--- src/rtl/core/gbwf_pkg.sv ---
// Shared types and constants of the Gaussian blur window filter.
// No dependencies.
package gbwf_pkg;
  localparam int RADIUS_DEF    = 3;
  localparam int MAX_WIDTH_DEF = 1024;
  localparam int MAX_HEIGHT    = 1024;
  localparam int TAP_W         = 3;
  localparam int DIM_W         = 11;
  localparam int DRAIN_CYCLES  = 3;

  typedef enum logic [2:0] {
    REG_WEIGHT_CENTER = 3'd0,
    REG_WEIGHT_ONE    = 3'd1,
    REG_WEIGHT_TWO    = 3'd2,
    REG_WEIGHT_THREE  = 3'd3,
    REG_FRAME_WIDTH   = 3'd4,
    REG_FRAME_HEIGHT  = 3'd5
  } cfg_reg_t;

  typedef struct packed {
    logic             capture;
    logic             calc;
    logic             restart;
    logic             write;
    logic             start;
    logic             issue;
    logic [TAP_W-1:0] tap_y;
    logic [TAP_W-1:0] tap_x;
    logic             load_out;
    logic             advance;
  } dp_cmd_t;

  typedef struct packed {
    logic restart;
    logic in_frame;
    logic has_out;
    logic padding;
    logic out_free;
  } dp_status_t;
endpackage

--- src/rtl/core/gbwf_ctrl.sv ---
// Item sequencer of the Gaussian blur window filter.
// Depends on gbwf_pkg.
module gbwf_ctrl import gbwf_pkg::*; #(
  parameter int RADIUS = RADIUS_DEF
) (
  input  logic       clk,
  input  logic       rst,
  input  logic       in_valid,
  output logic       in_ready,
  input  dp_status_t status,
  output dp_cmd_t    cmd
);
  localparam logic [TAP_W-1:0] TAP_LAST = TAP_W'(2 * RADIUS);

  typedef enum logic [2:0] {IDLE, CALC, DECIDE, SCAN, DRAIN, EMIT} state_t;

  state_t           state, state_next;
  logic [TAP_W-1:0] ty, ty_next, tx, tx_next;
  logic [1:0]       cnt, cnt_next;

  assign in_ready = (state == IDLE);

  always_comb begin
    state_next = state;
    ty_next    = ty;
    tx_next    = tx;
    cnt_next   = cnt;
    cmd        = '0;
    cmd.tap_y  = ty;
    cmd.tap_x  = tx;
    case (state)
      IDLE: begin
        if (in_valid) begin
          cmd.capture = 1'b1;
          state_next  = CALC;
        end
      end
      CALC: begin
        cmd.calc   = 1'b1;
        state_next = DECIDE;
      end
      DECIDE: begin
        if (status.restart) begin
          cmd.restart = 1'b1;
          state_next  = CALC;
        end else if (status.in_frame && status.padding) begin
          state_next = IDLE;
        end else begin
          cmd.write = status.in_frame;
          if (status.has_out) begin
            cmd.start  = 1'b1;
            ty_next    = '0;
            tx_next    = '0;
            state_next = SCAN;
          end else begin
            cmd.advance = 1'b1;
            state_next  = IDLE;
          end
        end
      end
      SCAN: begin
        cmd.issue = 1'b1;
        if (tx == TAP_LAST) begin
          tx_next = '0;
          if (ty == TAP_LAST) begin
            cnt_next   = '0;
            state_next = DRAIN;
          end else begin
            ty_next = ty + 1'b1;
          end
        end else begin
          tx_next = tx + 1'b1;
        end
      end
      DRAIN: begin
        cnt_next = cnt + 1'b1;
        if (cnt == 2'(DRAIN_CYCLES - 1)) state_next = EMIT;
      end
      EMIT: begin
        if (status.out_free) begin
          cmd.load_out = 1'b1;
          cmd.advance  = 1'b1;
          state_next   = IDLE;
        end
      end
      default: state_next = IDLE;
    endcase
  end

  always_ff @(posedge clk) begin
    if (rst) begin
      state <= IDLE;
      ty    <= '0;
      tx    <= '0;
      cnt   <= '0;
    end else begin
      state <= state_next;
      ty    <= ty_next;
      tx    <= tx_next;
      cnt   <= cnt_next;
    end
  end
endmodule

--- config.mk ---
export PLATFORM = sky130hd
export DESIGN_NAME = gbwf_ctrl
export DESIGN_NICKNAME = d
export VERILOG_FILES = /design/src/rtl/core/gbwf_pkg.sv /design/src/rtl/core/gbwf_ctrl.sv
export SDC_FILE = /design/constraint.sdc
export NUM_CORES = 1
export LEC_CHECK = 0
export BUFFER_PORTS_ARGS = -buffer_cell sky130_fd_sc_hd__buf_2
export CAP_MARGIN = 30
export CORE_MARGIN = 5
export CORE_UTILIZATION = 49
export DETAILED_ROUTE_END_ITERATION = 8
export PLACE_DENSITY = 0.88
export SYNTH_ARGS = -nofsm -noshare
export SYNTH_HDL_FRONTEND = slang
export SYNTH_SLANG_ARGS = --single-unit
--- constraint.sdc ---
create_clock -name clk -period 1.9 [get_ports clk]
set_clock_uncertainty 0.05 [all_clocks]
set_input_delay 0.38 -clock clk [delete_from_list [all_inputs] [get_ports clk]]
set_output_delay 0.38 -clock clk [all_outputs]
set_load 0.1 [all_outputs]
==> results of run 1 <==
==> final cells by class <==
type / count / area [µm²]
Inverter: 8 / 33.8
Multi-Input combinational cell: 72 / 546
Fill cell: 94 / 317
Sequential cell: 11 / 230
Clock buffer: 4 / 26.3
Timing Repair Buffer: 33 / 317
Tap cell: 16 / 20.0
==> worst paths after layout <==
kind	slack [ps]	cells after the start	startpoint	to
worst max-delay path	-140	5	state[2]	cmd[0]
worst min-delay path	380	4	status[0]	state[2]
worst max register to register	210	8	state[2]	tx[2]
worst min register to register	430	1	cnt[0]	cnt[0]
==> cell usage after synthesis <==
cell / number
o311ai_1: 2
or4_4: 1
nor2b_1: 1
nand3_1: 5
o32ai_1: 3
nand2_1: 10
clkbuf_1: 3
nand3b_1: 2
nor2_1: 6
and2b_1: 1
and2_1: 2
inv_1: 7
a21o_1: 1
o21ai_1: 1
buf_1: 1
a2111oi_0: 1
o2111ai_1: 1
buf_6: 1
or3_1: 3
nand4_1: 2
nand2b_1: 4
or4_1: 1
a211oi_2: 1
a21oi_1: 5
dfxtp_1: 11
inv_2: 1
o21a_1: 1
nor3_1: 2
a21bo_2: 1
o41ai_1: 1
a311oi_1: 2
mux2i_1: 1
a211o_1: 2
nor3b_1: 3
and4_1: 1
and3b_1: 1
ha_1: 3
nand2b_4: 1
==> where the power goes <==
group	total [mW]	switching, mW	internal (mW)
Clock	0.160	0.0782	0.0815
Combinational	0.227	0.146	0.0806
Sequential	0.240	0.00589	0.234
Total	0.626	0.230	0.396
==> metrics by stage <==
stage / TNS [ps] / std cells
final: -376 / 144
after global routing: -541 / 144
after CTS: -317 / 142
after detailed placement: 0 / 134
after global placement: 0 / 134
after floorplan: -847 / 96
==> cell families after synthesis <==
family / after synthesis / synth area share (%)
simple gates: 46 / 34.8
fa+ha+maj: 3 / 4.93
mux: 1 / 1.31
compound gates: 22 / 22.7
flops: 11 / 28.9
buf+inv: 13 / 7.39
==> state kept, by name (all words and copies together), names as in the netlist <==
register	count
tx	3
ty	3
state	3
cnt	2
==> layer usage <==
| layer | routed length (µm) | GRT usage (%) | up-vias |
|---|---|---|---|
| met1 | 812 | 19.7 | 387 |
| met2 | 1080 | 33.3 | 22 |
| li1 | - | - | 416 |
| met3 | 109 | 4.28 | 9 |
| met5 | 0 | 0 | - |
| met4 | 57 | 9.61 | 0 |
==> worst reg2reg max path: cells and delay by family, from the launching register on <==
family | cells | cell delay, ps
compound gates | 1 | 140
simple gates | 4 | 710
buf+inv | 3 | 400
flops | 1 | 320
==> timing repair <==
item,CTS,global route
buffers inserted,4,2
endpoints found under the setup margin,5,7
resized for setup,2,4
pin swaps,3,1
cloned,0,0
==> flow_metrics.tcl, run 1 <==
set metrics [dict create \
    outcome "complete, but fails checks" \
    violations "negative setup slack" \
    diodes 0 \
    grt_use_total_pct 18.5 \
    crit_buf_inv 1 \
    worstPathArrival_ps 1610 \
    start_util_pct 51.2 \
    vias 834 \
    slowest_stage "or3_4" \
    post-route-util_pct 78.7 \
    ys_types 38 \
    cellPowerDensity_mw_per_mm2 534 \
    finalPower_mw 0.626 \
    crit_required_ps 1470 \
    vias_per_cell 5.79 \
    portBuffers 22 \
    ys_warn_count 0 \
    rows 14 \
    hold_ws_ps 384 \
    min_period_over_period_pct 107 \
    synth_nets 107 \
    wl_per_cell_um 14.3 \
    cts_hold_buf 0 \
    placed_area_mm2 0.00109 \
    crit_chain "nand2b_4 > or3_4 > a211o_1 > o21ai_4 > buf_12" \
    worstSetupPathType "register to output port" \
    critPathCaptureType "output port" \
    die_area_mm2 0.00244 \
    layout_common_cells "buf_2, nand2_1, buf_4" \
    gp_congestion 0.853 \
    synth_seq_cells 11 \
    cp-start-kind "register" \
    grt_max_degree 16 \
    clock_latency_ps 270 \
    grt_overflow_total 0 \
    slowest_delay_ps 330 \
    dr.first_iter.drc_count 10 \
    ir_drop_uv 515 \
    die_x_um 49.4 \
    fin_area_mm2 0.00117 \
    worst_pin_slew_ps 540 \
    post_route_cells_drive_above_1_share_pct 45.3 \
    setup_viol 3 \
    drc 0 \
    numCtsBuffers 3 \
    cts.sinks 11 \
    chipHeight_um 49.4 \
    core-area_mm2 0.00149 \
    syn_inst 96 \
    area_growth_syn_to_layout_pct 53.9 \
    postRouteAntennaNets 0 \
    io_pins 23 \
    dp_hpwl_mm 1.46 \
    power.leakage_nw 0.461 \
    grt_pass1_wl_mm 3.57 \
    finalWorstSetupSlack_ps -141 \
    hold_viol 0 \
    path_delay_family "simple AND/OR/NAND/NOR gates" \
    nNetsFinal 140 \
    crit_fanout 3 \
    max_freq_mhz 490 \
    drt_pre_antenna_iters 4 \
    final_common_cell "buf_2" \
    cap_violations 0 \
    htree_num_levels 1 \
    first_global_vias 829 \
    synth.avg_cell_area_um2 7.94 \
    finalCriticalPeriod_ps 2040 \
    yosys.area.top_type "dfxtp_1" \
    ys_seq_area_share_pct 28.9 \
    rsz0062_at_grt "true" \
    cts_tree "yes" \
    maxSlewViolCount 0 \
    synthTopCellsByArea "dfxtp_1, ha_1, nand2_1, inv_1, o32ai_1" \
    dp_slack_ps 26.1 \
    cts_root_buf "clkbuf_4" \
    hold_path.class "input port to register" \
    synth_top_area_share_pct 28.9 \
    wirelength_mm 2.06 \
    netlist_area_um2 762 \
    grt_antenna_before_repair 0 \
    path_clk_slew_ps 60 \
    cts_max_path_buffers 2 \
    slew_headroom_pct 63.1 \
]
No activity file was read; power rests on OpenSTA's default activity.
==> inputs of run 2 (changes only) <==
--- a/config.mk
+++ b/config.mk
@@ -10,7 +10,8 @@
 export CORE_MARGIN = 5
 export CORE_UTILIZATION = 49
 export DETAILED_ROUTE_END_ITERATION = 8
-export PLACE_DENSITY = 0.88
+export PLACE_DENSITY = 0.87
 export SYNTH_ARGS = -nofsm -noshare
 export SYNTH_HDL_FRONTEND = slang
 export SYNTH_SLANG_ARGS = --single-unit
+export TNS_END_PERCENT = 50
==> run 2 against run 1 <==
  * The run still ends with negative setup slack left
  * Final area fell by 0.11%
  * Final cell count fell by 0.69%
  * Critical endpoint unchanged
  * Register-to-register slack got worse by 60 ps
  * Critical path type unchanged
  * Utilization fell by 0.084 points
==> flow_metrics.tcl, run 2 (same netlist as run 1, synthesis figures left out) <==
set metrics [dict create \
    outcome "complete, but fails checks" \
    violations "negative setup slack" \
    hold_path.class "input port to register" \
    path_depth 5 \
    dp_cells 135 \
    cts_root_buf "clkbuf_4" \
    finalPower_mw 0.641 \
    r2r-start "state[2]" \
    rsz0062_at_grt "true" \
    vias 889 \
    cp-start-kind "register" \
    postRouteAntennaNets 0 \
    clock_latency_ps 270 \
    slowest_stage "or3_4" \
    wl_per_cell_um 16.5 \
    grt_use_total_pct 19.0 \
    placed_area_mm2 0.00109 \
    cp-startpoint "state[2]" \
    fin_area_mm2 0.00117 \
    ir_drop_uv 388 \
    worst_pin_slew_ps 696 \
    hold_viol 0 \
    area_growth_syn_to_layout_pct 53.7 \
    drt_pre_antenna_iters 4 \
    finalWorstSetupSlack_ps -153 \
    chipHeight_um 49.4 \
    power.leakage_nw 0.467 \
    cts_tree "yes" \
    rows 14 \
    cellPowerDensity_mw_per_mm2 547 \
    grt_pass1_wl_mm 3.74 \
    dr.first_iter.drc_count 47 \
    max_freq_mhz 487 \
    tns_ps -308 \
    numCtsBuffers 3 \
    path_delay_family "simple AND/OR/NAND/NOR gates" \
    r2r-end "tx[2]" \
    setup_viol 3 \
    final_common_cell "buf_2" \
    path_clk_slew_ps 80 \
    diodes 0 \
    crit_required_ps 1470 \
    io_pins 23 \
    die_area_mm2 0.00244 \
    gp_congestion 0.834 \
    nFillCells 100 \
    finalCriticalPeriod_ps 2050 \
    cts_max_path_buffers 2 \
    worstSetupPathType "register to output port" \
    crit_chain "nand2b_4 > or3_4 > a211o_1 > o21ai_4 > buf_12" \
    highest_layer "met4" \
    post_route_cells_drive_above_1_share_pct 44.9 \
    cts.sinks 11 \
    wirelength_mm 2.36 \
    route.met2.wl_mm 1.19 \
    drc 0 \
    vias_per_cell 6.22 \
    cts_hold_buf 0 \
    wl_met3_um 223 \
    cap_violations 0 \
    worstRegToRegCells 8 \
    first_global_vias 831 \
    min_period_over_period_pct 108 \
    post-route-util_pct 78.7 \
    stdcell_count 143 \
    dp_hpwl_mm 1.52 \
    grt_antenna_before_repair 0 \
    worstPathArrival_ps 1620 \
    nNetsFinal 139 \
    critPathCaptureType "output port" \
    maxSlewViolCount 0 \
    portBuffers 22 \
    die_x_um 49.4 \
    crit_buf_inv 1 \
    wl_met1_um 874 \
    hold_ws_ps 374 \
    reg_top3 "state: 3 flops, tx: 3 flops, ty: 3 flops" \
    crit_end "cmd[0]" \
    htree_num_levels 1 \
    reg2reg_slack_ps 150 \
    slew_headroom_pct 52.4 \
    grt_overflow_total 0 \
    slowest_delay_ps 330 \
    layout_common_cells "buf_2, nand2_1, buf_12" \
    crit_fanout 4 \
    dp_slack_ps 34.0 \
    core-area_mm2 0.00149 \
    grt_max_degree 16 \
    start_util_pct 51.2 \
]
## run 2: cell count changes in the layout (fill, tap and decap cells not counted)
cell,before,now
clkinvlp_4,1,0
buf_6,1,3
buf_4,10,7
inv_4,0,1
## run 2: final cells by class
| type | count | area (µm²) | area share (%) |
|---|---|---|---|
| clock buffers | 4 | 26.3 | 2.24 |
| inverters | 8 | 32.5 | 2.78 |
| multi-input cells | 72 | 546 | 46.6 |
| flip-flops and latches | 11 | 230 | 19.7 |
| well taps | 16 | 20.0 | 1.71 |
| repair buffers | 32 | 317 | 27.0 |
## run 2: worst min path at each step
stage          depth (start not counted)  slack (ps)       from        to
2_1_floorplan                          1         400     cnt[0]    cnt[0]
3_5_place_dp                           1         420     cnt[0]    cnt[0]
4_1_cts                                4         380  status[0]  state[2]
5_1_grt                                2         400        rst  state[1]
3_3_place_gp                           1         410     cnt[0]    cnt[0]
6_report                               4         370  status[0]  state[2]
## run 2: power breakdown
group	internal, mW	switching, mW
Clock	0.0814	0.0885
Sequential	0.234	0.00617
Combinational	0.0805	0.150
## run 2: worst register-to-register path: stages (launching register included)
cell and delay [ps]:
dfxtp_2 320, buf_4 180, and2b_2 260, nand2_1 120, inv_2 120, buf_4 120, nand2_1 70, or3_1 320
a21oi_1 140
## run 2: routing by layer
metal  GRT usage, %  vias to the layer above
li1               -                      418
met1           21.0                      409
met2           34.8                       49
met3           5.81                       13
met4           4.80                        0
met5              0                        -
## run 2: repair_timing
item                                    in CTS  in global routing
setup buffers                                2                  2
hold endpoints to repair                     0                  0
resized for setup                            5                  5
pin swaps                                    1                  1
endpoints found under the setup margin       5                  7
==> inputs of run 3 (changes only) <==
==> constraint.sdc (replaced) <==
create_clock -name clk -period 2.23 [get_ports clk]
set_clock_uncertainty 0.05 [all_clocks]
set_input_delay 0.446 -clock clk [delete_from_list [all_inputs] [get_ports clk]]
set_output_delay 0.446 -clock clk [all_outputs]
set_load 0.1 [all_outputs]
==> run 3 against run 2 <==
  * The run now ends clean
  * Critical path depth unchanged
  * Non-clock buffer count fell by 7
  * Combinational power shrank 32%
  * Sequential share of layout area grew 2.2 points
  * Die area did not move
  * Count of clock-buffer cells in the layout stayed put
  * First-iteration DRC count shrank 23%
  * Setup slack gained 240 ps
  * Via count is 10% lower
  * Critical path type unchanged
  * Critical endpoint unchanged
  * Highest routed layer unchanged
==> flow_metrics.tcl, run 3 (same netlist as run 1, synthesis figures left out) <==
set metrics [dict create \
    cts_tree "yes" \
    htree_num_levels 1 \
    drc 0 \
    rsz0062_at_grt "false" \
    final_common_cell "buf_2" \
    r2r-end "ty[0]" \
    dp_slack_ps 225 \
    first_global_vias 753 \
    worstHoldStart "status[0]" \
    gp_congestion 0.847 \
    crit_buf_inv 1 \
    cap_violations 0 \
    maxSlewViolCount 0 \
    grt_pass1_wl_mm 3.27 \
    finalCriticalPeriod_ps 2140 \
    postRouteAntennaNets 0 \
    grt_use_total_pct 16.5 \
    io_pins 23 \
    outcome "completed" \
    cts.sinks 11 \
    post-route-util_pct 67.6 \
    finalWorstSetupSlack_ps 89.2 \
    tns_ps 0 \
    cts_resized 0 \
    wl_per_cell_um 13.7 \
    hold_viol 0 \
    path_delay_family "simple AND/OR/NAND/NOR gates" \
    core-area_mm2 0.00149 \
    hold_path_end "state[2]" \
    whs_path_depth 4 \
    drt_pre_antenna_iters 4 \
    layout_common_cells "buf_2, dfxtp_1, nand2_1" \
    dp_hpwl_mm 1.44 \
    hold_path.class "input port to register" \
    slew_headroom_pct 63.4 \
    chipHeight_um 49.4 \
    cp-startpoint "state[1]" \
    power.leakage_nw 0.413 \
    setup_viol 0 \
    ir_drop_uv 336 \
    reg_top3 "state: 3 flops, tx: 3 flops, ty: 3 flops" \
    worst_pin_slew_ps 536 \
    clock_latency_ps 270 \
    grt_antenna_before_repair 0 \
    start_util_pct 51.2 \
    path_clk_slew_ps 70 \
    wirelength_mm 1.86 \
    post_route_cells_drive_above_1_share_pct 31.7 \
    min_period_over_period_pct 96.0 \
    stdcell_count 136 \
    finalPower_mw 0.502 \
    grt_overflow_total 0 \
    die_area_mm2 0.00244 \
    cellPowerDensity_mw_per_mm2 499 \
    slowest_delay_ps 380 \
    crit_fanout 4 \
    cts_root_buf "clkbuf_4" \
    crit_chain "nand2b_4 > or3_1 > a211o_1 > o21ai_2 > buf_12" \
    rows 14 \
    reg2reg_slack_ps 530 \
    numCtsBuffers 3 \
    nNetsFinal 132 \
    post_cts_buffers 0 \
    grt_max_degree 15 \
    placed_area_um2 981 \
    dp_cells 132 \
    hold_ws_ps 453 \
    vias 800 \
    worstRegToRegCells 6 \
    fin_area_mm2 0.00101 \
    worstPathArrival_ps 1640 \
    cts_hold_buf 0 \
    worstSetupPathType "register to output port" \
    area_growth_syn_to_layout_pct 32.2 \
    crit_required_ps 1730 \
    max_freq_mhz 467 \
    vias_per_cell 5.88 \
    critPathCaptureType "output port" \
    portBuffers 22 \
    cp-start-kind "register" \
    die_x_um 49.4 \
    dr.first_iter.drc_count 36 \
    r2r-start "ty[0]" \
    slowest_stage "dfxtp_1" \
    diodes 0 \
    cts_max_path_buffers 2 \
]
==> run 3: changes by cell type in the layout (fill, tap and decap cells not counted), sizes merged <==
cell / change
buf: -7
==> run 3: worst max-delay path by stage <==
stage | slack, ps | to | cells after the start
2_1_floorplan | -330 | cmd[13] | 4
3_3_place_gp | 240 | cmd[9] | 5
3_5_place_dp | 230 | cmd[9] | 5
4_1_cts | 80 | cmd[0] | 5
5_1_grt | 20 | cmd[0] | 5
6_report | 90 | cmd[0] | 5
==> run 3: power breakdown <==
group          switching, mW  internal [mW]  leakage [nW]
clock network         0.0703         0.0694        0.0150
logic                  0.116         0.0415         0.309
registers            0.00470          0.200        0.0890
total                  0.191          0.311         0.413
==> run 3: area by class of cell <==
type / count / area, µm²
Fill cell: 122 / 482
Clock buffer: 4 / 26.3
Sequential cell: 11 / 220
Tap cell: 16 / 20.0
Inverter: 8 / 30.0
Timing Repair Buffer: 25 / 193
Multi-Input combinational cell: 72 / 518
==> run 3: worst register-to-register path: cells and delay by family (launching register included) <==
family | cells | cell delay, ps
compound gates | 1 | 100
fa+ha+maj | 1 | 190
buf+inv | 1 | 80
flops | 1 | 390
mux | 1 | 230
simple gates | 2 | 540
==> run 3: per-layer routing <==
metal | vias to the layer above | GRT usage (%) | share of wire (%)
li1 | 399 | - | -
met4 | 0 | 8.30 | 2.3
met5 | - | 0 | 0
met1 | 375 | 20.1 | 43
met2 | 21 | 27.0 | 49
met3 | 5 | 3.36 | 6.0
